<file path="src/rtl/gnms_ram.sv">
// ----------------------------------------------------------------------------
// gnms_ram
// Generic simple dual-port RAM: one write port, one read port, registered read.
// ----------------------------------------------------------------------------
module gnms_ram #(
	parameter int WIDTH = 8,
	parameter int DEPTH = 16
) (
	input  logic                     clk,
	input  logic                     we,
	input  logic [$clog2(DEPTH)-1:0] waddr,
	input  logic [WIDTH-1:0]         wdata,
	input  logic                     re,
	input  logic [$clog2(DEPTH)-1:0] raddr,
	output logic [WIDTH-1:0]         rdata
);

	logic [WIDTH-1:0] mem [DEPTH];

	always_ff @(posedge clk) begin
		if (we) begin
			mem[waddr] <= wdata;
		end
	end

	always_ff @(posedge clk) begin
		if (re) begin
			rdata <= mem[raddr];
		end
	end

endmodule

</file>
<file path="config.mk">
export PLATFORM = sky130hd
export DESIGN_NAME = gnms_ram
export DESIGN_NICKNAME = d
export VERILOG_FILES = /design/src/rtl/gnms_ram.sv
export SDC_FILE = /design/constraint.sdc
export NUM_CORES = 1
export LEC_CHECK = 0
export ABC_AREA = 0
export BUFFER_PORTS_ARGS = -buffer_cell sky130_fd_sc_hd__buf_2
export CAP_MARGIN = 15
export CORE_MARGIN = 4
export CORE_UTILIZATION = 65
export DETAILED_ROUTE_END_ITERATION = 6
export PLACE_DENSITY = 0.82
export SLEW_MARGIN = 20
export SYNTH_ARGS = -nofsm -noshare
export SYNTH_HDL_FRONTEND = slang
export SYNTH_SLANG_ARGS = --single-unit
</file>
<file path="constraint.sdc">
create_clock -name clk -period 3.5 [get_ports clk]
set_input_delay 0.35 -clock clk [delete_from_list [all_inputs] [get_ports clk]]
set_output_delay 0.35 -clock clk [all_outputs]
set_load 0.03 [all_outputs]
</file>
==> qor.csv <==
stage,metric,value,unit
global_routing,largest net degree at the start of global routing,33,
die,DIE WIDTH,97.68,um
die,Vert. Die Dim,97.68,um
worst_setup_path,Setup CP Type,in2reg,
sta,final period utilization,0.5146,
worst_setup_path,critical-path maximum fanout,13,
synth,ranking of synthesized cells by area,"edfxtp_1, mux4_2, mux4_1, a22oi_1, nor2_1",
clocking,CTS H-tree depth,4,
worst_setup_path,critical path startpoint,raddr[0],
synth,post-synthesis average cell area,22.83,sq um
sta,clock period minus final worst setup slack,1.801,ns
sta,worst setup margin,1.699,ns
sta,"Hold Vio Cnt, Final",0,
sta,setup TNS,0,ns
routing,DRC marker count from the first detailed-route iteration,207,
sta,RSZ-0062 raised after global routing,no,
synth,Ys Warns,0,
routing,drt wl/cell,26.87,um
global_routing,initial antenna violation count,0,
sta,worst-margin pin slew,0.9570,ns
placed_design,HPWL Detailed,5.815,mm
clocking,worst skew pair latency,0.51,ns
worst_setup_path,crit start category,input pin,
global_routing,vias in the first global route,2635,
final_layout,number of diodes,0,
sta,Final Setup Violations,0,
synth,"Net Count, Synth",248,
placed_design,port bufs,26,
die,Initial Util,0.6730,
synth,Cells after Synth,229,
sta,maximum clock rate,0.5552,GHz
die,I/O pin count,27,
clocking,cts hold-fix bufs,0,
clocking,clk slew on worst S/H paths,0.06,ns
placed_design,GP Congestion,0.7258,
final_layout,fillers,383,
clocking,CTS Sinks,136,
synth,synthesis-stage register bit count,136,
routing,final antenna-violating net count,0,
worst_setup_path,nature of the critical path endpoint,flop,
sta,final clock skew,0.008303,ns
final_layout,share of layout cells above drive strength 1,0.2898,
die,core area,7767,sq um
routing,via count,2487,
outcome,status,finished clean,
sta,"Slew Viols, Final",0,
min_path,hold path start,wdata[0],
clocking,root buffer cell,clkbuf_8,
synth,post-synth top area cell,edfxtp_1,
routing,Remaining DRCs,0,
final_layout,P&R area growth vs syn,15.01,%
power,Pwr Density,613.9,nW/um^2
clocking,total CTS buffers,17,
min_path,HP Class,in2reg,
worst_setup_path,critical path arrival,2.05,ns
synth,Cell variety after synth,18,
worst_setup_path,RR Startpoint,mem[1][5]$_DFFE_PP_,
final_layout,NumNets Final,289,
power,Tot Pwr,3.691,mW
clocking,post-CTS setup buffers,0,
synth,Yosys top cell area share,0.7812,
clocking,CTS tree,done,
clocking,Max Buffers Root-to-Sink,2,
sta,WHS,0.2176,ns
synth,synthesized cell area,5228,sq um
worst_setup_path,CP required,3.75,ns
job,Max Cap Viol,0,
die,num rows,32,
die,total die area,9541,sq um
routing,Vias/cell,6.460,
placed_design,Post-Place Worst Slack,1.217,ns
routing,WL final,10.35,mm
power,LEAKAGE,2.006,nW
synth,sequential fraction of the synthesis area,0.7812,
clocking,# resized after CTS,0,
global_routing,first-pass GRT wire length,16.06,mm
routing,first-pass detailed-route iteration total,4,
power,worst ir drop on vdd,0.0004457,V
sta,normalized max-slew margin,0.3596,
global_routing,global route total overflow,0,
global_routing,GRT Total Usage,0.2394,
==> power by group <==
group / total (mW) / switching [mW] / internal (mW)
Sequential: 1.85 / 0.0121 / 1.84
Clock: 1.67 / 0.657 / 1.01
Combinational: 0.172 / 0.107 / 0.0655
Total: 3.69 / 0.776 / 2.91
==> cell usage after synthesis <==
library cell and instances:
nand2_1 9, mux4_1 14, and2b_1 1, buf_2 3, mux4_2 18, edfxtp_1 136, nand2b_1 2, and2_1 1
nor3_1 4, buf_6 3, or3b_2 1, nand3b_1 2, clkdlybuf4s25_2 3, nand3_1 1, nor2_1 13, nor2b_1 1
buf_4 1, a22oi_1 16
==> cell usage in the layout (no fill, tap or decap), types with 2 or more instances in the layout <==
cell,count
clkinvlp_4,5
mux4_2,18
clkinv_2,3
buf_4,6
nand3b_1,2
nand2b_1,2
mux4_1,14
a22oi_1,16
nor3_1,4
nand2_1,9
nor2_1,13
buf_2,26
clkinv_4,2
clkbuf_16,16
bufinv_16,2
edfxtp_1,136
==> state kept, by name, indices dropped and copies added, names as in the netlist <==
| signal | cells |
|---|---|
| rdata | 8 |
| mem | 128 |
==> critical path, cell delays in order <==
cell and delay (ns):
buf_2 0.35, buf_4 0.32, mux4_1 0.58, a22oi_1 0.34
nand2_1 0.10
==> logic make-up (layout without fill, tap and decap cells) <==
family	count (synthesis)	after routing	share of synthesized area
buffers and inverters	10	64	0.01651
muxes	32	32	0.1479
and+or+nand+nor	35	35	0.03136
AOI/OAI and AO/OA	16	16	0.02298
DFF	136	136	0.7812
==> layout make-up <==
cell class	count	area [sq um]	share of cell area
tap	102	127.6	0.02123
multi-input combinational	83	1057	0.1759
timing repair buffer	32	175.2	0.02914
sequential	136	4084	0.6793
clock buffer	17	414.1	0.06889
clock inverter	15	153.9	0.02560
==> stage by stage <==
stage,util,instance area (sq um),std cells
floorplan,-,5228,229
global placement,0.7009,5444,353
detailed placement,0.7009,5444,353
CTS,0.7740,6012,385
global route,0.7740,6012,385
finish,0.7740,6012,385
==> metal layers <==
metal	up-vias	track usage	part of all wire
met1	1271	0.3251	0.38
met3	18	0.08399	0.090
met5	-	0	0
met2	127	0.3669	0.51
met4	0	0.08413	0.022
li1	1071	-	-
==> path summary, 6_finish.rpt <==
kind,slack [ns],depth (start not counted),endpoint
setup / recovery,1.70,5,rdata[5]$_DFFE_PP_
hold / removal,0.22,1,mem[5][0]$_DFFE_PP_
setup reg to reg,1.90,3,rdata[5]$_DFFE_PP_
hold reg to reg,0.76,3,rdata[0]$_DFFE_PP_
Note: power is estimated with default switching activity, not from simulation.
