`config.mk`:
```
export PLATFORM = sky130hd
export DESIGN_NAME = gnms_suppress
export DESIGN_NICKNAME = d
export VERILOG_FILES = /design/src/rtl/gnms_pkg.sv /design/src/rtl/gnms_suppress.sv
export SDC_FILE = /design/constraint.sdc
export NUM_CORES = 1
export LEC_CHECK = 0
export BUFFER_PORTS_ARGS = -buffer_cell sky130_fd_sc_hd__buf_2
export CAP_MARGIN = 15
export CORE_MARGIN = 2
export CORE_UTILIZATION = 42
export DETAILED_ROUTE_END_ITERATION = 12
export PLACE_DENSITY = 0.87
export SLEW_MARGIN = 20
export SYNTH_ARGS = -nofsm -noshare
export SYNTH_HDL_FRONTEND = slang
export SYNTH_SLANG_ARGS = --single-unit
```
`constraint.sdc`:
```
create_clock -name vclk -period 9.6
set_clock_uncertainty 0.05 [all_clocks]
set_input_delay 1.44 -clock vclk [all_inputs]
set_output_delay 1.44 -clock vclk [all_outputs]
set_load 0.05 [all_outputs]
```
`src/rtl/gnms_pkg.sv`:
```
// ----------------------------------------------------------------------------
// gnms_pkg
// Shared constants, types and helper functions for the gradient non-maximum
// suppression block.
// ----------------------------------------------------------------------------
package gnms_pkg;

	// Line store geometry and data widths.
	localparam int MAX_WIDTH  = 1024;
	localparam int MAX_HEIGHT = 4096;
	localparam int MAG_BITS   = 11;
	localparam int PIX_BITS   = 8;
	localparam int ANGLE_BITS = 9;

	// Field widths of the configuration registers.
	localparam int CFG_WIDTH_BITS  = 11;
	localparam int CFG_HEIGHT_BITS = 13;

	// Derived counter widths.
	localparam int COL_BITS    = $clog2(MAX_WIDTH);
	localparam int WIDTH_BITS  = $clog2(MAX_WIDTH + 1);
	localparam int ROW_BITS    = $clog2(MAX_HEIGHT);
	localparam int HEIGHT_BITS = $clog2(MAX_HEIGHT + 1);
	localparam int CNT_BITS    = $clog2(MAX_WIDTH * MAX_HEIGHT);
	localparam int PROD_BITS   = WIDTH_BITS + HEIGHT_BITS;
	localparam int MIN_DIM     = 3;

	// One line store entry holds the older row, the newer row and the sector.
	localparam int SECT_BITS = 2;
	localparam int LINE_BITS = 2 * MAG_BITS + SECT_BITS;

	// Configuration port.
	localparam int APB_DATA_BITS = 32;
	localparam int APB_ADDR_BITS = 4;
	localparam int REG_IDX_BITS  = 2;

	localparam logic [REG_IDX_BITS-1:0] REG_IMAGE_WIDTH      = 2'd0;
	localparam logic [REG_IDX_BITS-1:0] REG_IMAGE_HEIGHT     = 2'd1;
	localparam logic [REG_IDX_BITS-1:0] REG_THRESHOLD_ENABLE = 2'd2;
	localparam logic [REG_IDX_BITS-1:0] REG_STRONG_THRESHOLD = 2'd3;

	// Register values after reset and the geometry derived from them.
	localparam int RST_IMAGE_WIDTH      = 640;
	localparam int RST_IMAGE_HEIGHT     = 480;
	localparam int RST_STRONG_THRESHOLD = 150;
	localparam int RST_LAST_IDX         = RST_IMAGE_WIDTH * RST_IMAGE_HEIGHT - 1;
	localparam int RST_TAIL_START       = RST_LAST_IDX - RST_IMAGE_WIDTH;

	// Item kinds.
	localparam logic ACT_PIXEL = 1'b0;
	localparam logic ACT_FLUSH = 1'b1;

	// Direction sectors and the angle limits that separate them.
	localparam logic [SECT_BITS-1:0] SECT_HORZ = 2'd0;
	localparam logic [SECT_BITS-1:0] SECT_RISE = 2'd1;
	localparam logic [SECT_BITS-1:0] SECT_VERT = 2'd2;
	localparam logic [SECT_BITS-1:0] SECT_FALL = 2'd3;

	localparam int ANG_HALF = 180;
	localparam int ANG_30   = 30;
	localparam int ANG_60   = 60;
	localparam int ANG_120  = 120;
	localparam int ANG_150  = 150;
	localparam int PIX_MAX  = 255;

	typedef logic [MAG_BITS-1:0] mag_t;
	typedef mag_t [2:0][2:0] win_t;

	typedef struct packed {
		logic [WIDTH_BITS-1:0]  width;
		logic [HEIGHT_BITS-1:0] height;
		logic [CNT_BITS-1:0]    last_idx;
		logic [CNT_BITS-1:0]    tail_start;
		logic                   thresh_en;
		logic [PIX_BITS-1:0]    strong_thr;
	} geom_t;

	function automatic logic [SECT_BITS-1:0] sector_of(input logic [ANGLE_BITS-1:0] angle);
		logic [ANGLE_BITS-1:0] d;
		logic [SECT_BITS-1:0]  s;
		// The angle never reaches three half turns, so two subtractions cover it.
		if (angle >= 2 * ANG_HALF) begin
			d = angle - ANGLE_BITS'(2 * ANG_HALF);
		end else if (angle >= ANG_HALF) begin
			d = angle - ANGLE_BITS'(ANG_HALF);
		end else begin
			d = angle;
		end
		if (d < ANG_30 || d >= ANG_150) begin
			s = SECT_HORZ;
		end else if (d < ANG_60) begin
			s = SECT_RISE;
		end else if (d < ANG_120) begin
			s = SECT_VERT;
		end else begin
			s = SECT_FALL;
		end
		return s;
	endfunction

endpackage

```
`src/rtl/gnms_suppress.sv`:
```
// ----------------------------------------------------------------------------
// gnms_suppress
// Compares the window centre with its two neighbors along the gradient sector
// and produces the suppressed, saturated or thresholded pixel value.
// ----------------------------------------------------------------------------
module gnms_suppress (
	input  gnms_pkg::win_t                    win,
	input  logic [gnms_pkg::SECT_BITS-1:0]    sector,
	input  logic                              interior,
	input  logic                              thresh_en,
	input  logic [gnms_pkg::PIX_BITS-1:0]     strong_thr,
	output logic [gnms_pkg::PIX_BITS-1:0]     value
);

	gnms_pkg::mag_t                nb_a;
	gnms_pkg::mag_t                nb_b;
	gnms_pkg::mag_t                nb_max;
	gnms_pkg::mag_t                centre;
	logic [gnms_pkg::PIX_BITS-1:0] sat;

	// Window rows run top to bottom, columns left to right.
	always_comb begin
		case (sector)
			gnms_pkg::SECT_HORZ: begin
				nb_a = win[1][0];
				nb_b = win[1][2];
			end
			gnms_pkg::SECT_RISE: begin
				nb_a = win[0][2];
				nb_b = win[2][0];
			end
			gnms_pkg::SECT_VERT: begin
				nb_a = win[0][1];
				nb_b = win[2][1];
			end
			default: begin
				nb_a = win[0][0];
				nb_b = win[2][2];
			end
		endcase
	end

	assign centre = win[1][1];
	assign nb_max = (nb_a > nb_b) ? nb_a : nb_b;

	always_comb begin
		if (!interior || centre < nb_max) begin
			sat = '0;
		end else if (centre > gnms_pkg::PIX_MAX) begin
			sat = gnms_pkg::PIX_BITS'(gnms_pkg::PIX_MAX);
		end else begin
			sat = centre[gnms_pkg::PIX_BITS-1:0];
		end
		if (thresh_en) begin
			value = (sat > strong_thr) ? gnms_pkg::PIX_BITS'(gnms_pkg::PIX_MAX) : '0;
		end else begin
			value = sat;
		end
	end

endmodule

```
==> results_dict.tcl <==
set metrics [dict create \
    outcome "completed" \
    synth_area_um2 1530 \
    grt_first_pass_wirelength_mm 7.22 \
    critPathCaptureType "output pin" \
    clkbuf_count 0 \
    nNetsFinal 413 \
    crit_required_ns 8.11 \
    ctsResizeCount 0 \
    grt_max_degree 23 \
    fin_crit_sh 0.930 \
    cp_slowest_cell "a41oi_2" \
    post-cts-setup-buffer-count 0 \
    die_area_um2 4150 \
    antenna_found_initial 0 \
    die_x_um 64.4 \
    report.final.slew_viol_count 0 \
    grt.overflow.total 0 \
    cap_violations 0 \
    crit_chain "clkbuf_4, mux4_2, ha_1, a21oi_1, o21ai_0, a2111oi_2, a41oi_2, mux2i_1, ha_1, a21oi_1, o21ai_0, a221oi_1, nand3_1, mux2i_4, nor3_1, ha_1, nor2b_1, o21a_1, o21ai_0, a21oi_1, o221ai_2, o41ai_1, buf_2" \
    dr_total_vias 1738 \
    timing.fmax_mhz 112 \
    synthCells 160 \
    io_pins 119 \
    hold_viol 0 \
    fin_area_um2 2150 \
    place_area_um2 2140 \
    coreArea_um2 3420 \
    worst_pin_slew_ns 0.847 \
    grt_use_total 0.214 \
    final-setup-viol-count 0 \
    insertedDiodeCount 0 \
    start_util 0.449 \
    synth_warnings 0 \
    layout.sequential_cells 0 \
    antenna_left 0 \
    viasPerCell 5.48 \
    arrival_ns 7.44 \
    rows 21 \
    synth_area_per_cell_um2 9.59 \
    syn_to_final_growth_pct 40.3 \
    wl_per_cell_um 14.1 \
    p_per_area_nw_per_um2 85.5 \
    crit_fanout 21 \
    ys_seq_area_frac 0 \
    leakagePower_nw 1.13 \
    slew_headroom 0.435 \
    hpwl_mm 4.10 \
    min_path_type "primary input to output pin" \
    gr-usage-met2 0.402 \
    final_core_util 0.630 \
    slowest_delay_ns 0.71 \
    register_area_um2 0 \
    crit_type "primary input to output pin" \
    drt_iter0_drc 35 \
    peakVddDrop_mv 0.0352 \
    nFillCells 310 \
    grtUsageMet3 0.0330 \
    drc_errors 0 \
    busiest_layer "met2" \
    die_h_um 64.4 \
    drt_wl_total_mm 4.47 \
    grt.met1_usage 0.257 \
    start_kind "primary input" \
    yosysUniqueCellTypes 30 \
    multiInputGateArea_um2 1410 \
    gp_congestion 0.791 \
    port_buffers 119 \
    fin_setup_tns_ns 0 \
    drive_gt1_frac 0.550 \
    dr.pass1.iters 4 \
    syn_nets 300 \
    period_needed_ns 8.93 \
    first_global_vias 1701 \
    hold_buffers 0 \
]
## cell usage after synthesis (all sizes together), types with 2 or more instances
cell,count,area [µm²]
nor2,11,41.3
mux2i,11,123
or3,2,13.8
nand3,3,15.0
a21oi,8,40.0
buf,6,40.0
nand4,5,31.3
nand2,5,18.8
mux4,22,495
nor3,7,35.0
a211oi,3,27.5
ha,29,363
nor2b,2,12.5
inv,20,75.1
clkbuf,3,11.3
o41ai,9,78.8
o21ai,5,25.0
o21a,2,15.0
## cell families after synthesis
family / count (synthesis) / synth area share
simple gates: 38 / 0.125
mux: 33 / 0.403
compound gates: 31 / 0.153
fa+ha+maj: 29 / 0.237
buf+inv: 29 / 0.0824
## layout make-up
class                      instances  area share
multi-input combinational        131       0.657
inverter                          20      0.0349
tap                               46      0.0267
timing repair buffer             120       0.281
## worst max-delay path, delay by kind of cell
kind	cells	cell delay, ns
AOI/OAI and AO/OA	12	2.74
muxes	3	1.29
adders and majority gates	3	0.91
buffers and inverters	2	0.59
and+or+nand+nor	3	0.45
## metrics by stage
stage | power (mW) | hold WS, ns | std cells | worst slack (ns)
floorplan | 0.137 | 3.25 | 160 | 1.28
global placement | 0.179 | 3.28 | 317 | 0.534
detailed placement | 0.183 | 3.28 | 317 | 0.326
CTS | 0.184 | 3.29 | 317 | 0.335
global route | 0.205 | 3.33 | 317 | -0.0245
finish | 0.184 | 3.31 | 317 | 0.671
## power by group
group / internal [mW] / total, mW / switching [mW]
clock network: 0 / 0 / 0
logic: 0.0807 / 0.184 / 0.103
registers: 0 / 0 / 0
## per-layer routing
metal | wire length, µm | part of all wire | vias to the layer above
met5 | 0 | 0 | -
met4 | 106 | 0.024 | 0
met3 | 388 | 0.087 | 8
met2 | 2300 | 0.51 | 83
met1 | 1670 | 0.37 | 779
li1 | - | - | 868
## path summary, 6_finish.rpt
check	startpoint	endpoint	slack, ns	cells after the start
max	sector[0]	value[0]	0.67	23
min	thresh_en	value[1]	3.31	3
## placed cells by master, fill, tap and decap left out, types with 2 or more instances in the layout
master      n
buf_2     118
ha_1       29
mux4_2     22
inv_1      20
nor2_1     11
mux2i_1    10
o41ai_1     9
a21oi_1     8
nor3_1      7
nand2_1     5
o21ai_0     5
nand4_1     5
nand3_1     3
a211oi_1    2
o21a_1      2
nor2b_1     2
Power figures use the tool's default switching activity.
