===== config.mk =====
export PLATFORM = sky130hd
export DESIGN_NAME = gnms_regs
export DESIGN_NICKNAME = d
export VERILOG_FILES = /design/src/rtl/gnms_pkg.sv /design/src/rtl/gnms_regs.sv
export SDC_FILE = /design/constraint.sdc
export NUM_CORES = 1
export LEC_CHECK = 0
export ABC_AREA = 1
export BUFFER_PORTS_ARGS = -buffer_cell sky130_fd_sc_hd__buf_2
export CAP_MARGIN = 15
export CORE_ASPECT_RATIO = 0.7
export CORE_MARGIN = 5
export CORE_UTILIZATION = 59
export CTS_BUF_LIST = sky130_fd_sc_hd__clkbuf_8 sky130_fd_sc_hd__clkbuf_16
export CTS_CLUSTER_SIZE = 30
export DETAILED_ROUTE_END_ITERATION = 8
export PLACE_DENSITY = 0.82
export SLEW_MARGIN = 20
export SYNTH_ARGS = -nofsm -noshare
export SYNTH_HDL_FRONTEND = slang
export SYNTH_SLANG_ARGS = --single-unit

===== constraint.sdc =====
create_clock -name clk -period 8.7 [get_ports clk]
set_input_delay 0.435 -clock clk [delete_from_list [all_inputs] [get_ports clk]]
set_output_delay 0.435 -clock clk [all_outputs]
set_load 0.05 [all_outputs]

===== src/rtl/gnms_pkg.sv =====
// ----------------------------------------------------------------------------
// gnms_pkg
// Shared constants, types and helper functions for the gradient non-maximum
// suppression block.
// ----------------------------------------------------------------------------
package gnms_pkg;

	// Line store geometry and data widths.
	localparam int MAX_WIDTH  = 1024;
	localparam int MAX_HEIGHT = 4096;
	localparam int MAG_BITS   = 11;
	localparam int PIX_BITS   = 8;
	localparam int ANGLE_BITS = 9;

	// Field widths of the configuration registers.
	localparam int CFG_WIDTH_BITS  = 11;
	localparam int CFG_HEIGHT_BITS = 13;

	// Derived counter widths.
	localparam int COL_BITS    = $clog2(MAX_WIDTH);
	localparam int WIDTH_BITS  = $clog2(MAX_WIDTH + 1);
	localparam int ROW_BITS    = $clog2(MAX_HEIGHT);
	localparam int HEIGHT_BITS = $clog2(MAX_HEIGHT + 1);
	localparam int CNT_BITS    = $clog2(MAX_WIDTH * MAX_HEIGHT);
	localparam int PROD_BITS   = WIDTH_BITS + HEIGHT_BITS;
	localparam int MIN_DIM     = 3;

	// One line store entry holds the older row, the newer row and the sector.
	localparam int SECT_BITS = 2;
	localparam int LINE_BITS = 2 * MAG_BITS + SECT_BITS;

	// Configuration port.
	localparam int APB_DATA_BITS = 32;
	localparam int APB_ADDR_BITS = 4;
	localparam int REG_IDX_BITS  = 2;

	localparam logic [REG_IDX_BITS-1:0] REG_IMAGE_WIDTH      = 2'd0;
	localparam logic [REG_IDX_BITS-1:0] REG_IMAGE_HEIGHT     = 2'd1;
	localparam logic [REG_IDX_BITS-1:0] REG_THRESHOLD_ENABLE = 2'd2;
	localparam logic [REG_IDX_BITS-1:0] REG_STRONG_THRESHOLD = 2'd3;

	// Register values after reset and the geometry derived from them.
	localparam int RST_IMAGE_WIDTH      = 640;
	localparam int RST_IMAGE_HEIGHT     = 480;
	localparam int RST_STRONG_THRESHOLD = 150;
	localparam int RST_LAST_IDX         = RST_IMAGE_WIDTH * RST_IMAGE_HEIGHT - 1;
	localparam int RST_TAIL_START       = RST_LAST_IDX - RST_IMAGE_WIDTH;

	// Item kinds.
	localparam logic ACT_PIXEL = 1'b0;
	localparam logic ACT_FLUSH = 1'b1;

	// Direction sectors and the angle limits that separate them.
	localparam logic [SECT_BITS-1:0] SECT_HORZ = 2'd0;
	localparam logic [SECT_BITS-1:0] SECT_RISE = 2'd1;
	localparam logic [SECT_BITS-1:0] SECT_VERT = 2'd2;
	localparam logic [SECT_BITS-1:0] SECT_FALL = 2'd3;

	localparam int ANG_HALF = 180;
	localparam int ANG_30   = 30;
	localparam int ANG_60   = 60;
	localparam int ANG_120  = 120;
	localparam int ANG_150  = 150;
	localparam int PIX_MAX  = 255;

	typedef logic [MAG_BITS-1:0] mag_t;
	typedef mag_t [2:0][2:0] win_t;

	typedef struct packed {
		logic [WIDTH_BITS-1:0]  width;
		logic [HEIGHT_BITS-1:0] height;
		logic [CNT_BITS-1:0]    last_idx;
		logic [CNT_BITS-1:0]    tail_start;
		logic                   thresh_en;
		logic [PIX_BITS-1:0]    strong_thr;
	} geom_t;

	function automatic logic [SECT_BITS-1:0] sector_of(input logic [ANGLE_BITS-1:0] angle);
		logic [ANGLE_BITS-1:0] d;
		logic [SECT_BITS-1:0]  s;
		// The angle never reaches three half turns, so two subtractions cover it.
		if (angle >= 2 * ANG_HALF) begin
			d = angle - ANGLE_BITS'(2 * ANG_HALF);
		end else if (angle >= ANG_HALF) begin
			d = angle - ANGLE_BITS'(ANG_HALF);
		end else begin
			d = angle;
		end
		if (d < ANG_30 || d >= ANG_150) begin
			s = SECT_HORZ;
		end else if (d < ANG_60) begin
			s = SECT_RISE;
		end else if (d < ANG_120) begin
			s = SECT_VERT;
		end else begin
			s = SECT_FALL;
		end
		return s;
	endfunction

endpackage


===== src/rtl/gnms_regs.sv =====
// ----------------------------------------------------------------------------
// gnms_regs
// Configuration registers behind the APB port, with the clamped frame geometry
// and the frame counts derived from it.
// ----------------------------------------------------------------------------
module gnms_regs (
	input  logic                                 clk,
	input  logic                                 arst_n,
	input  logic                                 psel,
	input  logic                                 penable,
	input  logic                                 pwrite,
	input  logic [gnms_pkg::APB_ADDR_BITS-1:0]   paddr,
	input  logic [gnms_pkg::APB_DATA_BITS-1:0]   pwdata,
	output logic [gnms_pkg::APB_DATA_BITS-1:0]   prdata,
	output logic                                 pready,
	output gnms_pkg::geom_t                      geom,
	output logic                                 restart
);

	logic [gnms_pkg::CFG_WIDTH_BITS-1:0]  image_width_q;
	logic [gnms_pkg::CFG_HEIGHT_BITS-1:0] image_height_q;
	logic                                 threshold_enable_q;
	logic [gnms_pkg::PIX_BITS-1:0]        strong_threshold_q;

	logic                                 wr_en;
	logic [gnms_pkg::REG_IDX_BITS-1:0]    reg_idx;
	logic [gnms_pkg::WIDTH_BITS-1:0]      width_clamp;
	logic [gnms_pkg::HEIGHT_BITS-1:0]     height_clamp;
	logic [gnms_pkg::PROD_BITS-1:0]       total;
	logic [gnms_pkg::CNT_BITS-1:0]        last_idx;
	gnms_pkg::geom_t                      geom_q;

	assign pready  = 1'b1;
	assign reg_idx = paddr[gnms_pkg::APB_ADDR_BITS-1:2];
	assign wr_en   = psel && penable && pwrite && pready;

	// A new width or height starts a new frame.
	assign restart = wr_en && (reg_idx == gnms_pkg::REG_IMAGE_WIDTH ||
		reg_idx == gnms_pkg::REG_IMAGE_HEIGHT);

	always_ff @(posedge clk or negedge arst_n) begin
		if (!arst_n) begin
			image_width_q      <= gnms_pkg::CFG_WIDTH_BITS'(gnms_pkg::RST_IMAGE_WIDTH);
			image_height_q     <= gnms_pkg::CFG_HEIGHT_BITS'(gnms_pkg::RST_IMAGE_HEIGHT);
			threshold_enable_q <= 1'b0;
			strong_threshold_q <= gnms_pkg::PIX_BITS'(gnms_pkg::RST_STRONG_THRESHOLD);
		end else if (wr_en) begin
			case (reg_idx)
				gnms_pkg::REG_IMAGE_WIDTH: begin
					image_width_q <= pwdata[gnms_pkg::CFG_WIDTH_BITS-1:0];
				end
				gnms_pkg::REG_IMAGE_HEIGHT: begin
					image_height_q <= pwdata[gnms_pkg::CFG_HEIGHT_BITS-1:0];
				end
				gnms_pkg::REG_THRESHOLD_ENABLE: begin
					threshold_enable_q <= pwdata[0];
				end
				gnms_pkg::REG_STRONG_THRESHOLD: begin
					strong_threshold_q <= pwdata[gnms_pkg::PIX_BITS-1:0];
				end
				default: begin
				end
			endcase
		end
	end

	always_comb begin
		case (reg_idx)
			gnms_pkg::REG_IMAGE_WIDTH:      prdata = gnms_pkg::APB_DATA_BITS'(image_width_q);
			gnms_pkg::REG_IMAGE_HEIGHT:     prdata = gnms_pkg::APB_DATA_BITS'(image_height_q);
			gnms_pkg::REG_THRESHOLD_ENABLE: prdata = gnms_pkg::APB_DATA_BITS'(threshold_enable_q);
			gnms_pkg::REG_STRONG_THRESHOLD: prdata = gnms_pkg::APB_DATA_BITS'(strong_threshold_q);
			default:                        prdata = '0;
		endcase
	end

	always_comb begin
		if (image_width_q < gnms_pkg::MIN_DIM) begin
			width_clamp = gnms_pkg::WIDTH_BITS'(gnms_pkg::MIN_DIM);
		end else if (image_width_q > gnms_pkg::MAX_WIDTH) begin
			width_clamp = gnms_pkg::WIDTH_BITS'(gnms_pkg::MAX_WIDTH);
		end else begin
			width_clamp = gnms_pkg::WIDTH_BITS'(image_width_q);
		end
		if (image_height_q < gnms_pkg::MIN_DIM) begin
			height_clamp = gnms_pkg::HEIGHT_BITS'(gnms_pkg::MIN_DIM);
		end else if (image_height_q > gnms_pkg::MAX_HEIGHT) begin
			height_clamp = gnms_pkg::HEIGHT_BITS'(gnms_pkg::MAX_HEIGHT);
		end else begin
			height_clamp = gnms_pkg::HEIGHT_BITS'(image_height_q);
		end
	end

	assign total    = gnms_pkg::PROD_BITS'(width_clamp) * gnms_pkg::PROD_BITS'(height_clamp);
	assign last_idx = gnms_pkg::CNT_BITS'(total - gnms_pkg::PROD_BITS'(1));

	// The geometry is registered from the register fields and refreshed every cycle.
	always_ff @(posedge clk or negedge arst_n) begin
		if (!arst_n) begin
			geom_q.width      <= gnms_pkg::WIDTH_BITS'(gnms_pkg::RST_IMAGE_WIDTH);
			geom_q.height     <= gnms_pkg::HEIGHT_BITS'(gnms_pkg::RST_IMAGE_HEIGHT);
			geom_q.last_idx   <= gnms_pkg::CNT_BITS'(gnms_pkg::RST_LAST_IDX);
			geom_q.tail_start <= gnms_pkg::CNT_BITS'(gnms_pkg::RST_TAIL_START);
			geom_q.thresh_en  <= 1'b0;
			geom_q.strong_thr <= gnms_pkg::PIX_BITS'(gnms_pkg::RST_STRONG_THRESHOLD);
		end else begin
			geom_q.width      <= width_clamp;
			geom_q.height     <= height_clamp;
			geom_q.last_idx   <= last_idx;
			geom_q.tail_start <= last_idx - gnms_pkg::CNT_BITS'(width_clamp);
			geom_q.thresh_en  <= threshold_enable_q;
			geom_q.strong_thr <= strong_threshold_q;
		end
	end

	assign geom = geom_q;

endmodule


==> results by group <==
Die
  – Die ar.: 20130 um^2
  – Site Rows: 40
  – Core footprint: about 17000 um^2
  – Initial Utilization: 0.5983
  – Die width: around 170 um
  – Ports: between 150 and 200
  – Die Y: about 120 um

Detailed routing
  – DRT iter0 DRCs: slightly below 700
  – Number of vias in the routed layout: a little over 8000
  – Vias per Instance: ~5.2
  – Final wirelength: about 25000 um
  – WL/cell: around 15 um
  – Detailed Routing Iterations Pass 1: 5
  – DRC violations left: 0
  – Post-DRT Antenna Nets: 0

CTS
  – Clock slew at reported path FFs: 0.08 ns
  – TritonCTS Sinks: 110
  – Post-CTS Hold Buffers: 0
  – CTS tree: done
  – CTS Buf Count: 9
  – H-tree levels: 3
  – Clk Latency, worst-skew pair: around 0.37 ns
  – Maximum buffer depth of the clock tree: 2
  – Postcts setup bufs: 0
  – Clock root buffer: clkbuf_16
  – CTS resizes: 0

Logic synthesis
  – #FFs+latches synth: 110
  – YS warnings: 0
  – Prevailing post-synth register cell: dfrtp_1
  – Synthesized area: a little over 10000 um^2
  – Share of the synthesized area in the top cell type: 0.2092
  – Number of synthesized flops with an enable pin: 0
  – Area leader, netlist: fa_1
  – Seq/Total Area, Yosys: 0.2746
  – Avg Cell Area, Syn: roughly 8 um^2
  – Top post-synthesis cells by area: fa_1, dfrtp_1, nand2_1
  – Post-synthesis async set-or-reset flop share: 1.000
  – Post-Synthesis Cells: approximately 1300
  – Unique masters post-synth: 42

Global route
  – First-pass GRT wire length: between 40000 and 50000 um
  – Number of global-route vias before repair: about 8500
  – GRT Overall Usage: 0.2570
  – Initial antenna violation count: 0
  – GRT overflow: 0
  – Largest net degree at the start of global routing: 71

Setup path
  – Delay of the slowest critical-path stage: 0.81 ns
  – R2r endpoint: geom[28]$_DFF_PN0_
  – Setup crit start kind: flip-flop
  – R2r setup slk: about 1.3 ns
  – Crit path required time: ~9.0 ns
  – FF-to-FF Start: image_width_q[10]$_DFFE_PN0P_
  – Critical path type: reg2reg
  – CP Max Fanout: 16
  – CP bufs+invs: 7
  – Worst path most repeated cell: nand2_1
  – Crit-path slowest cell: nor2_1
  – Levels on crit path: 29
  – Worst EP arrival: ~7.7 ns
  – Delay-heaviest family, CP: adder cells
  – Worst setup EP type: flip-flop
  – Worst R2R Path Depth: 29

Timing
  – Max-slew violations: 0
  – Final Cycle Share: 0.8563
  – TNS Setup: 0 ns
  – Worst Tran Pin Value: approximately 1.1 ns
  – Peak Freq: about 130 MHz
  – Worst slew margin: 0.2438
  – RSZ-0062 raised after global routing: false
  – Tmin final: between 7 and 8 ns
  – Hold_ws: around 0.027 ns
  – # setup viols final: 0
  – Hold Violations, Final: 0
  – Worst Skew: 0.01355 ns

Cells and area
  – Commonest non-fill, non-tap cell in the layout: nand2_1
  – Most frequent cells in the layout: nand2_1, inv_1, buf_2, fa_1, nor2_1
  – Fin nets: 1562
  – Fillers: about 1500
  – Area grow syn2layout: 9.627%
  – Diode count: 0
  – Share of post-route cells with drive strength above 1: 0.1956

Job
  – Max-cap violations: 0

Run status
  – Status: finished clean

Place
  – DP HPWL: slightly below 20000 um
  – GPL Wtd Cong: ~0.94
  – I/O Buffers: 110

Min path
  – Worst min path class: in2async
==> per-layer routing <==
layer,up-vias,part of all wire,global-route usage
met5,-,0,0
met2,356,0.44,0.4013
met4,0,0.017,0.06234
met3,40,0.11,0.07582
li1,3878,-,-
met1,3964,0.43,0.3579
==> per-stage QoR <==
stage	area, um^2	instances	util	worst slack [ns]
finish	11230	1586	0.6559	1.250
global route	11230	1586	0.6559	0.8157
CTS	11230	1586	0.6559	1.387
detailed placement	10900	1570	0.6370	1.429
global placement	10900	1570	0.6370	1.589
floorplan	10310	1271	-	2.374
==> synth_stat cells, types with 15 or more instances <==
library cell / n
clkbuf_1: 15
dfstp_2: 48
nand4_1: 23
inv_1: 259
dfrtp_1: 62
xor2_1: 15
fa_1: 107
ha_1: 64
o21ai_0: 33
nand3_1: 31
nand2_1: 343
nand2_2: 26
a21oi_1: 22
buf_4: 20
nor2_1: 70
==> logic make-up (layout without fill, tap and decap cells) <==
kind of cell,Yosys count,in the layout,share of synthesized area
flops,110,110,0.2746
buf+inv,327,411,0.1302
fa+ha+maj,171,171,0.2874
simple gates,546,546,0.2428
other cells,2,20,0.0007333
compound gates,71,71,0.04056
xor+xnor,26,26,0.02370
==> registers in the layout, indices dropped and copies added (netlist names) <==
| register | flops |
|---|---|
| image_width_q | 11 |
| strong_threshold_q | 8 |
| image_height_q | 13 |
| threshold_enable_q | 1 |
| geom | 77 |
==> how the worst max path moves through the flow <==
stage | slack, ns | to | start
after floorplan | 2.37 | geom[28]$_DFF_PN0_ | image_height_q[4]$_DFFE_PN0P_
after global placement | 1.59 | geom[28]$_DFF_PN0_ | image_width_q[10]$_DFFE_PN0P_
after detailed placement | 1.43 | geom[28]$_DFF_PN0_ | image_width_q[10]$_DFFE_PN0P_
after CTS | 1.39 | geom[28]$_DFF_PN0_ | image_width_q[10]$_DFFE_PN0P_
after global routing | 0.82 | geom[30]$_DFF_PN0_ | image_width_q[10]$_DFFE_PN0P_
final | 1.25 | geom[28]$_DFF_PN0_ | image_width_q[10]$_DFFE_PN0P_
==> worst register-to-register path: cells and delay by family, from the launching register on <==
family / cells / cell delay (ns)
buffers and inverters: 7 / 0.75
adders and majority gates: 7 / 3.31
DFF: 1 / 0.66
xor gates and xnor gates: 1 / 0.23
and+or+nand+nor: 12 / 1.84
AOI/OAI and AO/OA: 2 / 0.56
==> final cells by class <==
class | count | area, um^2 | area share
Clock inverter | 7 | 98.84 | 0.008804
Clock buffer | 9 | 225.2 | 0.02006
Inverter | 282 | 1064 | 0.09473
Multi-Input combinational cell | 834 | 6162 | 0.5489
Sequential cell | 110 | 2813 | 0.2505
Tap cell | 231 | 289.0 | 0.02574
Timing Repair Buffer | 113 | 575.6 | 0.05126
Power is not shown: default switching activity piles up to over one toggle a cycle in this logic, so the estimate is an artifact.
